**config.mk**
```make
export PLATFORM = sky130hd
export DESIGN_NAME = color_gradient_lookup_unit
export DESIGN_NICKNAME = d
export VERILOG_FILES = /design/src/sv/cglu_pkg.sv /design/src/sv/cglu_front.sv /design/src/sv/cglu_fifo.sv /design/src/sv/cglu_back.sv /design/src/sv/color_gradient_lookup_unit.sv
export SDC_FILE = /design/constraint.sdc
export NUM_CORES = 2
export LEC_CHECK = 0
export BUFFER_PORTS_ARGS = -buffer_cell sky130_fd_sc_hd__buf_2
export CORE_MARGIN = 10
export CORE_UTILIZATION = 48
export DETAILED_ROUTE_END_ITERATION = 7
export GPL_ROUTABILITY_DRIVEN = 1
export PLACE_DENSITY = 0.74
export SLEW_MARGIN = 20
export SYNTH_ARGS = -nofsm -noshare
export SYNTH_HDL_FRONTEND = slang
export SYNTH_SLANG_ARGS = --single-unit
```
**constraint.sdc**
```tcl
create_clock -name clk -period 26.1 [get_ports clk]
set_input_delay 1.305 -clock clk [delete_from_list [all_inputs] [get_ports clk]]
set_output_delay 1.305 -clock clk [all_outputs]
set_load 0.05 [all_outputs]
```
**src/sv/cglu_pkg.sv**
```systemverilog
// Package for the color gradient lookup unit.
// Shared constants, register indexes and the back-end state type.
// No dependencies.
`default_nettype none

package cglu_pkg;

    // register file shape
    localparam int WORD_COUNT    = 7;
    localparam int CFG_INDEX_W   = 3;
    localparam int CH_W          = 8;
    localparam int COLOR_W       = 4 * CH_W;
    localparam int FIFO_DEPTH    = 2;

    // defaults for the top-level parameters
    localparam int DEF_MAX_STOPS = 7;
    localparam int DEF_FRAC_BITS = 16;

    // register indexes
    localparam logic [CFG_INDEX_W-1:0] IDX_STOP_COUNT = 3'd0;
    localparam logic [CFG_INDEX_W-1:0] IDX_STOP_WORD0 = 3'd1;

    // reset stop count and color returned when no stops are active
    localparam logic [2:0]         RESET_STOP_COUNT = 3'd2;
    localparam logic [COLOR_W-1:0] NO_STOP_COLOR    = 32'h0000_00FF;

    // back-end sequencer states
    typedef enum logic [3:0] {
        BK_IDLE = 4'b0001,
        BK_MUL  = 4'b0010,
        BK_DIV  = 4'b0100,
        BK_HOLD = 4'b1000
    } back_state_t;

endpackage

`default_nettype wire

```
**src/sv/cglu_front.sv**
```systemverilog
// Front end of the gradient lookup: configuration registers, query clamp
// and segment selection. Depends on cglu_pkg.
`default_nettype none

module cglu_front #(
    parameter int MAX_STOPS = cglu_pkg::DEF_MAX_STOPS,
    parameter int FRAC_BITS = cglu_pkg::DEF_FRAC_BITS
) (
    input  wire                                  clk,
    input  wire                                  rst_n,
    input  wire                                  push,
    output logic                                 full,
    input  wire  signed [FRAC_BITS+1:0]          query_position,
    input  wire                                  cfg_valid,
    output logic                                 cfg_ready,
    input  wire  [cglu_pkg::CFG_INDEX_W-1:0]     cfg_index,
    input  wire  [FRAC_BITS+32:0]                cfg_data,
    input  wire                                  fifo_full,
    output logic                                 wr_en,
    output logic [FRAC_BITS:0]                   dq,
    output logic [FRAC_BITS:0]                   den,
    output logic [cglu_pkg::COLOR_W-1:0]         c1,
    output logic [cglu_pkg::COLOR_W-1:0]         c2,
    output logic                                 interp
);

    localparam int PW = FRAC_BITS + 1;
    localparam int QW = FRAC_BITS + 2;
    localparam int WW = FRAC_BITS + 33;
    localparam logic [PW-1:0] ONE = PW'(1) << FRAC_BITS;

    logic [2:0]    count_reg;
    logic [WW-1:0] word_reg [cglu_pkg::WORD_COUNT];

    logic [2:0]    n_eff;
    logic [PW-1:0] q;
    logic          has_lo, has_hi;
    logic [PW-1:0] plo, phi, pmax;
    logic [cglu_pkg::COLOR_W-1:0] clo, chi, cmax;

    // config writes are always taken
    assign cfg_ready = 1'b1;
    assign full      = fifo_full;
    assign wr_en     = push && !fifo_full;

    // hold the stop registers
    always_ff @(posedge clk or negedge rst_n)
    begin
        if (!rst_n)
        begin
            count_reg <= cglu_pkg::RESET_STOP_COUNT;
            for (int i = 2; i < cglu_pkg::WORD_COUNT; i++)
            begin
                word_reg[i] <= '0;
            end
            word_reg[0] <= WW'(255);
            word_reg[1] <= (WW'(1) << (FRAC_BITS + 32)) | WW'(32'hFFFF_FFFF);
        end
        else if (cfg_valid)
        begin
            if (cfg_index == cglu_pkg::IDX_STOP_COUNT)
            begin
                count_reg <= cfg_data[2:0];
            end
            else
            begin
                word_reg[cfg_index - cglu_pkg::IDX_STOP_WORD0] <= cfg_data;
            end
        end
    end

    // clamp the stop count
    assign n_eff = (count_reg > 3'(MAX_STOPS)) ? 3'(MAX_STOPS) : count_reg;

    // clamp the query to [0, ONE]
    always_comb
    begin
        if (query_position[QW-1])
        begin
            q = '0;
        end
        else if (query_position[PW-1:0] > ONE)
        begin
            q = ONE;
        end
        else
        begin
            q = query_position[PW-1:0];
        end
    end

    // find the last stop below the query, the first stop at or above it,
    // and the last stop at the highest position
    always_comb
    begin
        logic [PW-1:0] sp;
        logic          act;
        has_lo = 1'b0;
        has_hi = 1'b0;
        plo    = '0;
        phi    = '0;
        pmax   = '0;
        clo    = '0;
        chi    = '0;
        cmax   = '0;
        for (int i = 0; i < cglu_pkg::WORD_COUNT; i++)
        begin
            sp  = word_reg[i][WW-1:32];
            if (sp > ONE)
            begin
                sp = ONE;
            end
            act = (3'(i) < n_eff);
            if (act && (sp < q) && (!has_lo || sp >= plo))
            begin
                has_lo = 1'b1;
                plo    = sp;
                clo    = word_reg[i][31:0];
            end
            if (act && (sp >= q) && (!has_hi || sp < phi))
            begin
                has_hi = 1'b1;
                phi    = sp;
                chi    = word_reg[i][31:0];
            end
            if (act && (sp >= pmax))
            begin
                pmax = sp;
                cmax = word_reg[i][31:0];
            end
        end
    end

    // classify: end color, no stops, or interpolation
    always_comb
    begin
        dq     = q - plo;
        den    = phi - plo;
        c2     = chi;
        interp = 1'b0;
        if (n_eff == 3'd0)
        begin
            c1 = cglu_pkg::NO_STOP_COLOR;
        end
        else if (has_lo && (q < pmax))
        begin
            c1     = clo;
            interp = 1'b1;
        end
        else if (has_lo)
        begin
            // at or past the last stop: take the last one in order
            c1 = cmax;
        end
        else
        begin
            c1 = chi;
        end
    end

endmodule

`default_nettype wire

```
**src/sv/cglu_fifo.sv**
```systemverilog
// Small register queue between the front and back ends.
// Depends on cglu_pkg.
`default_nettype none

module cglu_fifo #(
    parameter int W     = 8,
    parameter int DEPTH = cglu_pkg::FIFO_DEPTH
) (
    input  wire          clk,
    input  wire          rst_n,
    input  wire          wr_en,
    input  wire [W-1:0]  wr_data,
    output logic         fifo_full,
    input  wire          rd_en,
    output logic [W-1:0] rd_data,
    output logic         fifo_empty
);

    localparam int PTR_W = (DEPTH > 1) ? $clog2(DEPTH) : 1;
    localparam int CNT_W = $clog2(DEPTH + 1);

    logic [W-1:0]     mem_reg [DEPTH];
    logic [PTR_W-1:0] wp_reg, rp_reg;
    logic [CNT_W-1:0] cnt_reg;

    assign fifo_full  = (cnt_reg == CNT_W'(DEPTH));
    assign fifo_empty = (cnt_reg == '0);
    assign rd_data    = mem_reg[rp_reg];

    // store the word
    always_ff @(posedge clk)
    begin
        if (wr_en)
        begin
            mem_reg[wp_reg] <= wr_data;
        end
    end

    // advance pointers and count
    always_ff @(posedge clk or negedge rst_n)
    begin
        if (!rst_n)
        begin
            wp_reg  <= '0;
            rp_reg  <= '0;
            cnt_reg <= '0;
        end
        else
        begin
            if (wr_en)
            begin
                wp_reg <= (wp_reg == PTR_W'(DEPTH - 1)) ? '0 : wp_reg + 1'b1;
            end
            if (rd_en)
            begin
                rp_reg <= (rp_reg == PTR_W'(DEPTH - 1)) ? '0 : rp_reg + 1'b1;
            end
            if (wr_en && !rd_en)
            begin
                cnt_reg <= cnt_reg + 1'b1;
            end
            else if (rd_en && !wr_en)
            begin
                cnt_reg <= cnt_reg - 1'b1;
            end
        end
    end

endmodule

`default_nettype wire

```
**src/sv/cglu_back.sv**
```systemverilog
// Back end of the gradient lookup: per-channel multiply, 8-step restoring
// divide with floor rounding, and the output register. Depends on cglu_pkg.
`default_nettype none

module cglu_back #(
    parameter int FRAC_BITS = cglu_pkg::DEF_FRAC_BITS
) (
    input  wire                          clk,
    input  wire                          rst_n,
    input  wire                          fifo_empty,
    output logic                         fifo_rd,
    input  wire  [FRAC_BITS:0]           dq,
    input  wire  [FRAC_BITS:0]           den,
    input  wire  [cglu_pkg::COLOR_W-1:0] c1,
    input  wire  [cglu_pkg::COLOR_W-1:0] c2,
    input  wire                          interp,
    output logic                         empty,
    input  wire                          pop,
    output logic [7:0]                   red,
    output logic [7:0]                   green,
    output logic [7:0]                   blue,
    output logic [7:0]                   alpha
);

    localparam int PW   = FRAC_BITS + 1;
    localparam int REMW = PW + 9;
    localparam int CW   = cglu_pkg::CH_W;

    cglu_pkg::back_state_t state_reg, state_next;

    logic [PW-1:0]   dq_reg, den_reg;
    logic [31:0]     c1_reg, c2_reg, out_reg, final_color;
    logic            interp_reg, out_valid_reg;
    logic [3:0]      neg_reg;
    logic [REMW-1:0] rem_reg [4];
    logic [CW-1:0]   quo_reg [4];
    logic [2:0]      step_reg;
    logic [REMW-1:0] dsh;
    logic            load_out;

    assign dsh      = REMW'({den_reg, 7'b0});
    assign fifo_rd  = (state_reg == cglu_pkg::BK_IDLE) && !fifo_empty;
    assign load_out = (state_reg == cglu_pkg::BK_HOLD) && (!out_valid_reg || pop);
    assign empty    = !out_valid_reg;
    assign red      = out_reg[31:24];
    assign green    = out_reg[23:16];
    assign blue     = out_reg[15:8];
    assign alpha    = out_reg[7:0];

    // sequence one word at a time
    always_comb
    begin
        state_next = state_reg;
        case (state_reg)
            cglu_pkg::BK_IDLE: if (!fifo_empty) state_next = cglu_pkg::BK_MUL;
            cglu_pkg::BK_MUL:  state_next = cglu_pkg::BK_DIV;
            cglu_pkg::BK_DIV:  if (step_reg == 3'd7) state_next = cglu_pkg::BK_HOLD;
            cglu_pkg::BK_HOLD: if (load_out) state_next = cglu_pkg::BK_IDLE;
            default:           state_next = cglu_pkg::BK_IDLE;
        endcase
    end

    // apply floor rounding and add to the first color
    always_comb
    begin
        logic [CW-1:0] base;
        final_color = c1_reg;
        for (int ch = 0; ch < 4; ch++)
        begin
            base = c1_reg[31-8*ch -: 8];
            if (interp_reg)
            begin
                if (neg_reg[ch])
                begin
                    final_color[31-8*ch -: 8] = base - quo_reg[ch]
                                              - CW'(rem_reg[ch] != '0);
                end
                else
                begin
                    final_color[31-8*ch -: 8] = base + quo_reg[ch];
                end
            end
        end
    end

    // control state
    always_ff @(posedge clk or negedge rst_n)
    begin
        if (!rst_n)
        begin
            state_reg     <= cglu_pkg::BK_IDLE;
            out_valid_reg <= 1'b0;
            step_reg      <= '0;
        end
        else
        begin
            state_reg <= state_next;
            if (load_out)
            begin
                out_valid_reg <= 1'b1;
            end
            else if (pop)
            begin
                out_valid_reg <= 1'b0;
            end
            if (state_reg == cglu_pkg::BK_DIV)
            begin
                step_reg <= step_reg + 1'b1;
            end
            else
            begin
                step_reg <= '0;
            end
        end
    end

    // datapath: latch, multiply, divide step, drop result into output
    always_ff @(posedge clk)
    begin
        logic [8:0] diff;
        logic [7:0] mag;
        case (state_reg)
            cglu_pkg::BK_IDLE:
            begin
                dq_reg     <= dq;
                den_reg    <= den;
                c1_reg     <= c1;
                c2_reg     <= c2;
                interp_reg <= interp;
            end
            cglu_pkg::BK_MUL:
            begin
                for (int ch = 0; ch < 4; ch++)
                begin
                    diff = {1'b0, c2_reg[31-8*ch -: 8]} - {1'b0, c1_reg[31-8*ch -: 8]};
                    mag  = diff[8] ? 8'(-diff) : diff[7:0];
                    neg_reg[ch] <= diff[8];
                    rem_reg[ch] <= REMW'(dq_reg) * REMW'(mag);
                    quo_reg[ch] <= '0;
                end
            end
            cglu_pkg::BK_DIV:
            begin
                for (int ch = 0; ch < 4; ch++)
                begin
                    if (rem_reg[ch] >= dsh)
                    begin
                        rem_reg[ch] <= (rem_reg[ch] - dsh) << 1;
                        quo_reg[ch] <= {quo_reg[ch][CW-2:0], 1'b1};
                    end
                    else
                    begin
                        rem_reg[ch] <= rem_reg[ch] << 1;
                        quo_reg[ch] <= {quo_reg[ch][CW-2:0], 1'b0};
                    end
                end
            end
            cglu_pkg::BK_HOLD:
            begin
                if (load_out)
                begin
                    out_reg <= final_color;
                end
            end
            default:
            begin
            end
        endcase
    end

endmodule

`default_nettype wire

```
**src/sv/color_gradient_lookup_unit.sv**
```systemverilog
// Color gradient lookup: maps a Q1.16 position to RGBA by linear
// interpolation between up to seven color stops.
//
// Input queue: drive query_position and raise push; the word is taken at a
// clock edge with push high and full low. Result queue: red/green/blue/alpha
// hold the oldest result while empty is low; raise pop to take it.
// Configuration: cfg_index 0 is the stop count, 1..7 the stop words
// (position in bits 48:32, RGBA bytes in 31:0); cfg_ready is always high.
// Write only while no query is in flight.
// A pushed query is written to the queue, fetched by the back end, then
// multiplied, run through eight restoring divide steps and handed off to the
// output register; the back end takes no new query until that handoff.
// A two-word queue between the front and back ends and the output register
// let up to four queries sit in the block; when pop stays low, results back
// up and full rises.
// Reset: queues empty, stop count 2, stop 0 opaque black at 0.0, stop 1
// opaque white at 1.0, other stops zero.
`default_nettype none

module color_gradient_lookup_unit #(
    parameter int MAX_STOPS = cglu_pkg::DEF_MAX_STOPS,
    parameter int FRAC_BITS = cglu_pkg::DEF_FRAC_BITS
) (
    input  wire                              clk,
    input  wire                              rst_n,
    input  wire                              push,
    output logic                             full,
    input  wire  signed [FRAC_BITS+1:0]      query_position,
    output logic                             empty,
    input  wire                              pop,
    output logic [7:0]                       red,
    output logic [7:0]                       green,
    output logic [7:0]                       blue,
    output logic [7:0]                       alpha,
    input  wire                              cfg_valid,
    output logic                             cfg_ready,
    input  wire  [cglu_pkg::CFG_INDEX_W-1:0] cfg_index,
    input  wire  [FRAC_BITS+32:0]            cfg_data
);

    localparam int PW = FRAC_BITS + 1;
    localparam int EW = 2 * PW + 2 * cglu_pkg::COLOR_W + 1;

    logic                          fifo_full, fifo_empty, wr_en, rd_en;
    logic [PW-1:0]                 f_dq, f_den, b_dq, b_den;
    logic [cglu_pkg::COLOR_W-1:0]  f_c1, f_c2, b_c1, b_c2;
    logic                          f_interp, b_interp;
    logic [EW-1:0]                 wr_data, rd_data;

    cglu_front #(.MAX_STOPS(MAX_STOPS), .FRAC_BITS(FRAC_BITS)) u_front (
        .clk(clk), .rst_n(rst_n), .push(push), .full(full),
        .query_position(query_position),
        .cfg_valid(cfg_valid), .cfg_ready(cfg_ready),
        .cfg_index(cfg_index), .cfg_data(cfg_data),
        .fifo_full(fifo_full), .wr_en(wr_en),
        .dq(f_dq), .den(f_den), .c1(f_c1), .c2(f_c2), .interp(f_interp)
    );

    // pack the classified word for the queue
    assign wr_data = {f_dq, f_den, f_c1, f_c2, f_interp};
    assign {b_dq, b_den, b_c1, b_c2, b_interp} = rd_data;

    cglu_fifo #(.W(EW), .DEPTH(cglu_pkg::FIFO_DEPTH)) u_fifo (
        .clk(clk), .rst_n(rst_n),
        .wr_en(wr_en), .wr_data(wr_data), .fifo_full(fifo_full),
        .rd_en(rd_en), .rd_data(rd_data), .fifo_empty(fifo_empty)
    );

    cglu_back #(.FRAC_BITS(FRAC_BITS)) u_back (
        .clk(clk), .rst_n(rst_n),
        .fifo_empty(fifo_empty), .fifo_rd(rd_en),
        .dq(b_dq), .den(b_den), .c1(b_c1), .c2(b_c2), .interp(b_interp),
        .empty(empty), .pop(pop),
        .red(red), .green(green), .blue(blue), .alpha(alpha)
    );

endmodule

`default_nettype wire
```
==> After elaboration in Yosys (flattened, before gate mapping) <==
Memories as Yosys holds them, arrays and structs flattened. A register that Yosys moved wholly into a read port is not among the register bits.
Cells that the tools add are included.
W data, S select, Z words.
{ "word_totals": {"input_bits": 75, "regBits": 394, "elab_cells": 361, "mem_bits_rw": 334, "output_inout_bits": 35, "mem_count": 3} }
{ "classes": {"n_eq_ne": 9, "bitwise_logic": 18, "reduce_logical": 83, "n_mul": 4, "muxes": 140, "n_lt_le_gt_ge": 56, "addsub": 32} }
{ "mem_list": {"columns": ["memory", "words", "word_bits", "read_ports", "rd_ports_with_merged_regs", "write_ports", "line_no", "text"], "rows": [
  ["u_fifo.mem_reg", 2, 99, 1, 1, 1, "cglu_fifo.sv:22", "logic [W-1:0] mem_reg [DEPTH];"],
  ["u_back.rem_reg", 4, 26, 4, 0, 4, "cglu_back.sv:35", "logic [REMW-1:0] rem_reg [4];"],
  ["u_back.quo_reg", 4, 8, 4, 0, 4, "cglu_back.sv:36", "logic [CW-1:0] quo_reg [4];"]
]} }
{ "ops": {"columns": ["cell", "count"], "rows": [
  ["$mux W32", 24],
  ["$mux W17", 30],
  ["$bwmux W343", 1],
  ["$ge A17 B17 Y1", 19],
  ["$lt A17 B17 Y1", 14],
  ["$mux W26", 8],
  ["$mux W8", 20],
  ["$demux W49 S3", 1],
  ["$gt A17 B17 Y1 const B", 8],
  ["$ge A26 B24 Y1", 4],
  ["$reduce_bool A26 Y1", 4],
  ["$mul A17 B8 Y25", 4],
  ["$sub A25 B24 Y25", 4],
  ["$mux W49", 1],
  ["$mux W1", 47],
  ["$logic_and A1 B1 Y1", 40],
  ["$sub A8 B8 Y9", 4],
  ["$sub A17 B17 Y17", 2],
  ["$add A8 B8 Y8", 4],
  ["$neg A8 Y8", 4],
  ["$sub A8 B1 Y8", 4],
  ["$sub A8 B8 Y8", 4],
  ["$ge A17 B1 Y1 const B", 1],
  ["$logic_not A1 Y1", 17],
  ["other kinds (32)", 73]
]} }

==> Depth between registers and ports, before layout <==
{ "logic_depth": {"word_depth": 33, "depth_mapped": 100, "depth_no_buf": 88} }

==> By module <==
A second synthesis with hierarchy kept.
{ "hier_totals": {"cells_unflattened": 8199, "area_unflattened_um2": 79488.7} }
{ "by_module_without_submodules": {"columns": ["mod", "cells_per_inst", "seq_area_each_um2", "n_inst", "area_per_inst_um2"], "rows": [
  ["cglu_back", 3831, 8309.2, 1, 36249.8],
  ["cglu_front", 4044, 8710.9, 1, 35409.0],
  ["cglu_fifo", 324, 6045.8, 1, 7830.0]
]} }

==> Least setup slack after synthesis <==
Ideal clock, no wire load.
{ "synth_timing": {"path_kind": "input port to flip-flop", "startpoint": "input port query_position[3]", "endpoint": "memory u_fifo.mem_reg[0][81] (netlist name) (data pin)", "slack_ns": 5.176, "required_time_ns": 25.836, "arrival_time_ns": 20.660, "setup_time_ns": 0.264, "path_buffers": 15, "path_stages": 98, "path_cell_list": "nor4_1 nand4_1 a21oi_1 clkbuf_1 nand2_1 ha_1 nand3_1 nor4_1 nor3b_1 or3_1 buf_2 clkbuf_1 nand3_1 ha_1 a21o_1 a221o_1 a221oi_1 o21ai_0 [62 not listed] nand2_1 clkbuf_1 nor2_1 a21oi_1 ha_1 fa_1 nor2b_1 o21ai_0 a21boi_0 o21ai_0 a21oi_1 nand4_1 a31o_2 o21ai_0 a21o_1 a21oi_1 xor2_1 xnor2_1"} }
{ "synth_via": {"elab_chain_cells": 31, "word_cells_on_any_way": 106, "classes_between": "add/sub: 1; order compare: 27; mux: 28; reduce/logical: 50"} }
{ "synth_lines": {"columns": ["item", "line_no", "text"], "rows": [
  ["from (decl)", "color_gradient_lookup_unit.sv:28", "input wire signed [FRAC_BITS+1:0] query_position,"],
  ["$gt A17 B17 Y1", "cglu_front.sv:82", "else if (query_position[PW-1:0] > ONE)"],
  ["$mux W17 *", "cglu_front.sv:82", null],
  ["$mux W17 *", "cglu_front.sv:78", "if (query_position[QW-1])"],
  ["$ge A17 B17 Y1 or $lt A17 B17 Y1 (tied branches)", "cglu_front.sv:120, cglu_front.sv:114", null],
  ["$logic_and A1 B1 Y1, on equally long branches", "cglu_front.sv:120, cglu_front.sv:114", null],
  ["$mux W17, or another cell as far along", "cglu_front.sv:120", "if (act && (sp >= q) && (!has_hi || sp < phi))"],
  ["$lt A17 B17 Y1, or another cell as far along", "cglu_front.sv:120", null],
  ["$logic_or A1 B1 Y1, on equally long branches", "cglu_front.sv:120, cglu_front.sv:114", null],
  ["[16 not listed]", null, null],
  ["$logic_and A1 B1 Y1, on equally long branches", "cglu_front.sv:120, cglu_front.sv:114", null],
  ["$mux W17, or another cell as far along", "cglu_front.sv:120", null],
  ["$lt A17 B17 Y1, or another cell as far along", "cglu_front.sv:120", null],
  ["$logic_or A1 B1 Y1, on equally long branches", "cglu_front.sv:120, cglu_front.sv:114", null],
  ["$logic_and A1 B1 Y1, on equally long branches", "cglu_front.sv:120, cglu_front.sv:114", null],
  ["$mux W17, on equally long branches", "cglu_front.sv:120, cglu_front.sv:114", null],
  ["$sub A17 B17 Y17 *", "cglu_front.sv:138", "den = phi - plo;"],
  ["net f_den[16]", "color_gradient_lookup_unit.sv:45", "logic [PW-1:0] f_dq, f_den, b_dq, b_den;"],
  ["to (decl)", "cglu_fifo.sv:22", null]
]} }
The timed path passes the listed nets; every way through them passes the cells marked *.

==> Worst setup path in the final report <==
{ "layout_timing": {"startpoint": "register u_front.word_reg[334] (netlist name)", "endpoint": "memory u_fifo.mem_reg[1][64] (netlist name) (data pin)"} }
{ "layout_via": {"elab_chain_cells": 32, "word_cells_on_any_way": 126, "classes_between": "order compare: 23; mux: 57; reduce/logical: 46"} }
{ "layout_lines": {"columns": ["item", "line_no", "text"], "rows": [
  ["from (decl)", "cglu_front.sv:33", "logic [WW-1:0] word_reg [cglu_pkg::WORD_COUNT];"],
  ["from (signal, indexed assignment)", "cglu_front.sv:67", "word_reg[cfg_index - cglu_pkg::IDX_STOP_WORD0] <= cfg_data;"],
  ["$gt A17 B17 Y1", "cglu_front.sv:109", "if (sp > ONE)"],
  ["$mux W17 *", "cglu_front.sv:109", null],
  ["parallel branches: the longest is 28 deep, another holds $ge A17 B1 Y1", null, null],
  ["$mux W32 *", "cglu_front.sv:145", "else if (has_lo && (q < pmax))"],
  ["$mux W32 *", "cglu_front.sv:141", "if (n_eff == 3'd0)"],
  ["net f_c1, one bit", "color_gradient_lookup_unit.sv:46", "logic [cglu_pkg::COLOR_W-1:0] f_c1, f_c2, b_c1, b_c2;"]
]} }
Mark *: on every way through the listed nets, which the timed path passes.

==> run_summary.xml <==
<?xml version="1.0" encoding="UTF-8"?>
<metrics>
  <group name="placement">
    <metric name="dp_hpwl" unit="mm">201</metric>
    <metric name="gp_congestion" unit="">1.02</metric>
    <metric name="place.port_buffers" unit="">108</metric>
  </group>
  <group name="timing">
    <metric name="setup-tns-final" unit="ns">0</metric>
    <metric name="post-route-period-util" unit="%">91.6</metric>
    <metric name="final_hold_vios" unit="">0</metric>
    <metric name="worst_slew_pin_slew" unit="ns">1.23</metric>
    <metric name="report.final.slew_viol_count" unit="">0</metric>
    <metric name="clock_skew" unit="ns">0.0728</metric>
    <metric name="fmax" unit="MHz">41.8</metric>
    <metric name="finalWorstPathRequiredPeriod" unit="ns">23.90</metric>
    <metric name="unrepaired_setup_endpoints_after_global_routing" unit="">false</metric>
    <metric name="timing.max_slew.rel_slack" unit="%">17.6</metric>
    <metric name="setup_viol" unit="">0</metric>
  </group>
  <group name="global_routing">
    <metric name="grt_first_pass_wirelength" unit="mm">405</metric>
    <metric name="antenna_found_initial" unit="">20</metric>
    <metric name="gr-total-overflow" unit="">0</metric>
    <metric name="pin_count_of_the_biggest_net_entering_global_routing" unit="">103</metric>
    <metric name="grt_pass1_vias" unit="">64500</metric>
    <metric name="global_route.usage.total" unit="%">29.3</metric>
  </group>
  <group name="clock_tree">
    <metric name="cts.htree.levels" unit="">3</metric>
    <metric name="clock_latency" unit="ns">0.75</metric>
    <metric name="cts.hold.buffers_added" unit="">0</metric>
    <metric name="postCtsResizedCells" unit="">0</metric>
    <metric name="cts.repair_timing.setup_buffer_count" unit="">0</metric>
    <metric name="clock_tree.root_cell" unit="">clkbuf_16</metric>
    <metric name="tritoncts_buffer_count" unit="">90</metric>
    <metric name="clk_pin_slew_worst_paths" unit="ns">0.06</metric>
    <metric name="cts_buffer_depth" unit="">3</metric>
    <metric name="tritoncts_clock_tree" unit="">yes</metric>
    <metric name="clkSinkCount" unit="">827</metric>
  </group>
  <group name="floorplanning">
    <metric name="top_level_ports" unit="">110</metric>
    <metric name="floorplan_die_area" unit="sq um">179000</metric>
    <metric name="floorplan.rows" unit="">147</metric>
    <metric name="die_h" unit="microns">423</metric>
    <metric name="initial_core_util" unit="%">48.4</metric>
    <metric name="dieWidth" unit="microns">423</metric>
    <metric name="area_of_the_core" unit="sq um">161000</metric>
  </group>
  <group name="cells_and_area">
    <metric name="final_layout_size_suffix_gt1_share" unit="%">13.1</metric>
    <metric name="area_growth" unit="%">7.92</metric>
    <metric name="finish.utilization" unit="%">52.2</metric>
    <metric name="fin_nets" unit="">9446</metric>
    <metric name="largest_register_ffs" unit="">343</metric>
  </group>
  <group name="worst_setup_path">
    <metric name="worst-setup-path-type" unit="">flip-flop to flip-flop</metric>
    <metric name="worst-path-buf-inv" unit="">6</metric>
    <metric name="required" unit="ns">26.48</metric>
    <metric name="worstSetupEndpointType" unit="">flip-flop</metric>
    <metric name="crit_path_max_fanout" unit="">60</metric>
    <metric name="cpLargestDelayFamily" unit="">compound AO/OA/AOI/OAI gates</metric>
    <metric name="reg2reg_depth" unit="">72</metric>
    <metric name="critical_path.slowest_cell" unit="">a2111oi_1</metric>
    <metric name="timing.critical_path.depth" unit="">72</metric>
    <metric name="cp_common_cell" unit="">ha_1</metric>
    <metric name="max_stage_delay_on_crit_path" unit="ns">1.07</metric>
    <metric name="cp-start-kind" unit="">flip-flop</metric>
    <metric name="worst_ep_arrival_time" unit="ns">24.29</metric>
  </group>
  <group name="routing">
    <metric name="routed_via_density" unit="">6.25</metric>
    <metric name="drt_wl_total" unit="mm">271</metric>
    <metric name="drt_iter0_markers" unit="">7151</metric>
    <metric name="drtPass1Iterations" unit="">8</metric>
    <metric name="route.detailed.drc" unit="">6</metric>
    <metric name="route.vias.total" unit="">65000</metric>
    <metric name="avgRoutedWirePerCell" unit="microns">26.0</metric>
    <metric name="antenna_left" unit="">0</metric>
  </group>
  <group name="synthesis">
    <metric name="yosys_register_bits" unit="">827</metric>
    <metric name="synth.avg_cell_area" unit="sq um">9.48</metric>
    <metric name="ys_seq_area_share" unit="%">29.6</metric>
    <metric name="synth_ff_type" unit="">edfxtp_1</metric>
    <metric name="number_of_flops_mapped_to_enable_cells_by_yosys" unit="">466</metric>
    <metric name="synth_area_leader_cell" unit="">edfxtp_1</metric>
    <metric name="synth_area" unit="sq um">77800</metric>
    <metric name="synthesis.nets" unit="">9494</metric>
    <metric name="post_synth_main_area_contributors" unit="">edfxtp_1, ha_1, dfrtp_1, fa_1, mux2_2</metric>
    <metric name="postSynthCellCount" unit="">8205</metric>
    <metric name="async_reset_ff_share" unit="%">43.3</metric>
    <metric name="synth.top_cell.area_share" unit="%">18.0</metric>
    <metric name="synthDistinctLibCells" unit="">95</metric>
    <metric name="synth-warning-count" unit="">0</metric>
  </group>
  <group name="outcome">
    <metric name="status" unit="">complete, but fails checks</metric>
    <metric name="violated_checks" unit="">DRC</metric>
  </group>
  <group name="min_path">
    <metric name="hp-class" unit="">flip-flop to flip-flop</metric>
    <metric name="worst_hold_path.num_cells" unit="">1</metric>
  </group>
  <group name="flow_run">
    <metric name="max_cap_violations" unit="">0</metric>
  </group>
</metrics>
==> cells by family after synthesis <==
family,count (synthesis),share of synthesized area (%)
AOI/OAI and AO/OA,1834,15.7
xor gates and xnor gates,238,2.68
adders and majority gates,1214,23.2
buffers and inverters,1161,5.68
DFF,827,29.6
muxes,607,8.72
other,1,0.00482
and+or+nand+nor,2323,14.3
==> layer usage <==
metal,share of wire [%],vias up,track usage [%]
met5,0.015,-,0
met4,5.3,6,13.7
met3,9.0,732,5.67
met2,46,3288,47.3
met1,40,31900,37.8
li1,-,29100,-
==> placed cells by master (no fill, tap or decap), types with 64 or more instances in the layout <==
| master | netlist | layout |
|---|---|---|
| nand2b_1 | 128 | 128 |
| clkbuf_16 | 0 | 90 |
| mux2_2 | 523 | 523 |
| mux2i_1 | 73 | 73 |
| buf_2 | 21 | 107 |
| nor3_1 | 99 | 94 |
| o211ai_1 | 64 | 64 |
| and2_1 | 166 | 167 |
| o21ai_0 | 379 | 376 |
| xnor2_1 | 155 | 152 |
| nor2b_1 | 202 | 195 |
| a211oi_1 | 102 | 100 |
| dfrtp_1 | 315 | 314 |
| nor2_1 | 555 | 548 |
| edfxtp_1 | 466 | 466 |
| nand2_1 | 724 | 719 |
| a21oi_1 | 441 | 440 |
| fa_1 | 382 | 382 |
| inv_1 | 756 | 756 |
| buf_4 | 1 | 151 |
| a21o_1 | 182 | 181 |
| nor4_1 | 69 | 69 |
| nand3_1 | 123 | 123 |
| ha_1 | 832 | 832 |
| xor2_1 | 83 | 83 |
| nand4_1 | 94 | 94 |
==> layout make-up <==
type,instances,area [sq um]
diodes,7,17.5
clock buffers,122,2470
clock inverters,46,503
fillers,14400,77000
inverters,759,2850
multi-input cells,6217,50600
flip-flops and latches,827,23100
well taps,2160,2700
repair buffers,262,1750
==> through the flow <==
| stage | instances | worst slack [ns] | hold slack [ns] | cell area (sq um) |
|---|---|---|---|---|
| after floorplan | 8205 | 5.18 | 0.410 | 77800 |
| after global routing | 10400 | 0.853 | 0.473 | 84000 |
| final | 10400 | 2.20 | 0.437 | 84000 |
| after global placement | 10200 | 2.23 | 0.423 | 80900 |
| after detailed placement | 10200 | 1.95 | 0.434 | 80900 |
| after CTS | 10400 | 2.64 | 0.439 | 83900 |
==> path summary, 6_finish.rpt <==
kind / from / to / slack, ns
setup reg to reg: u_front.word_reg[334] / u_fifo.mem_reg[1][64] / 2.20
hold reg to reg: u_back.step_reg[0] / u_back.step_reg[0] / 0.44
max in group asynchronous: rst_n / u_front.word_reg[87] / 23.46
min in group asynchronous: rst_n / u_front.word_reg[304] / 0.63
setup / recovery: u_front.word_reg[334] / u_fifo.mem_reg[1][64] / 2.20
hold / removal: u_back.step_reg[0] / u_back.step_reg[0] / 0.44
==> cell usage after synthesis, types with 128 or more instances <==
library cell	count
o21ai_0	379
ha_1	832
mux2_2	523
edfxtp_1	466
nor2_1	555
fa_1	382
inv_1	756
dfrtp_1	315
a21o_1	182
and2_1	166
xnor2_1	155
clkbuf_1	343
a21oi_1	441
nor2b_1	202
nand2b_1	128
nand2_1	724
==> worst reg2reg max path, delay by kind of cell (launching register included) <==
family,cells,cell delay (ns)
buffers and inverters,6,3.41
flip-flops,1,0.56
adder cells (fa/ha/maj),7,2.03
AO/OA/AOI/OAI,43,14.34
multiplexers,1,0.42
AND/OR/NAND/NOR,15,2.78
Power is not shown: default switching activity piles up to over one toggle a cycle in this logic, so the estimate is an artifact.
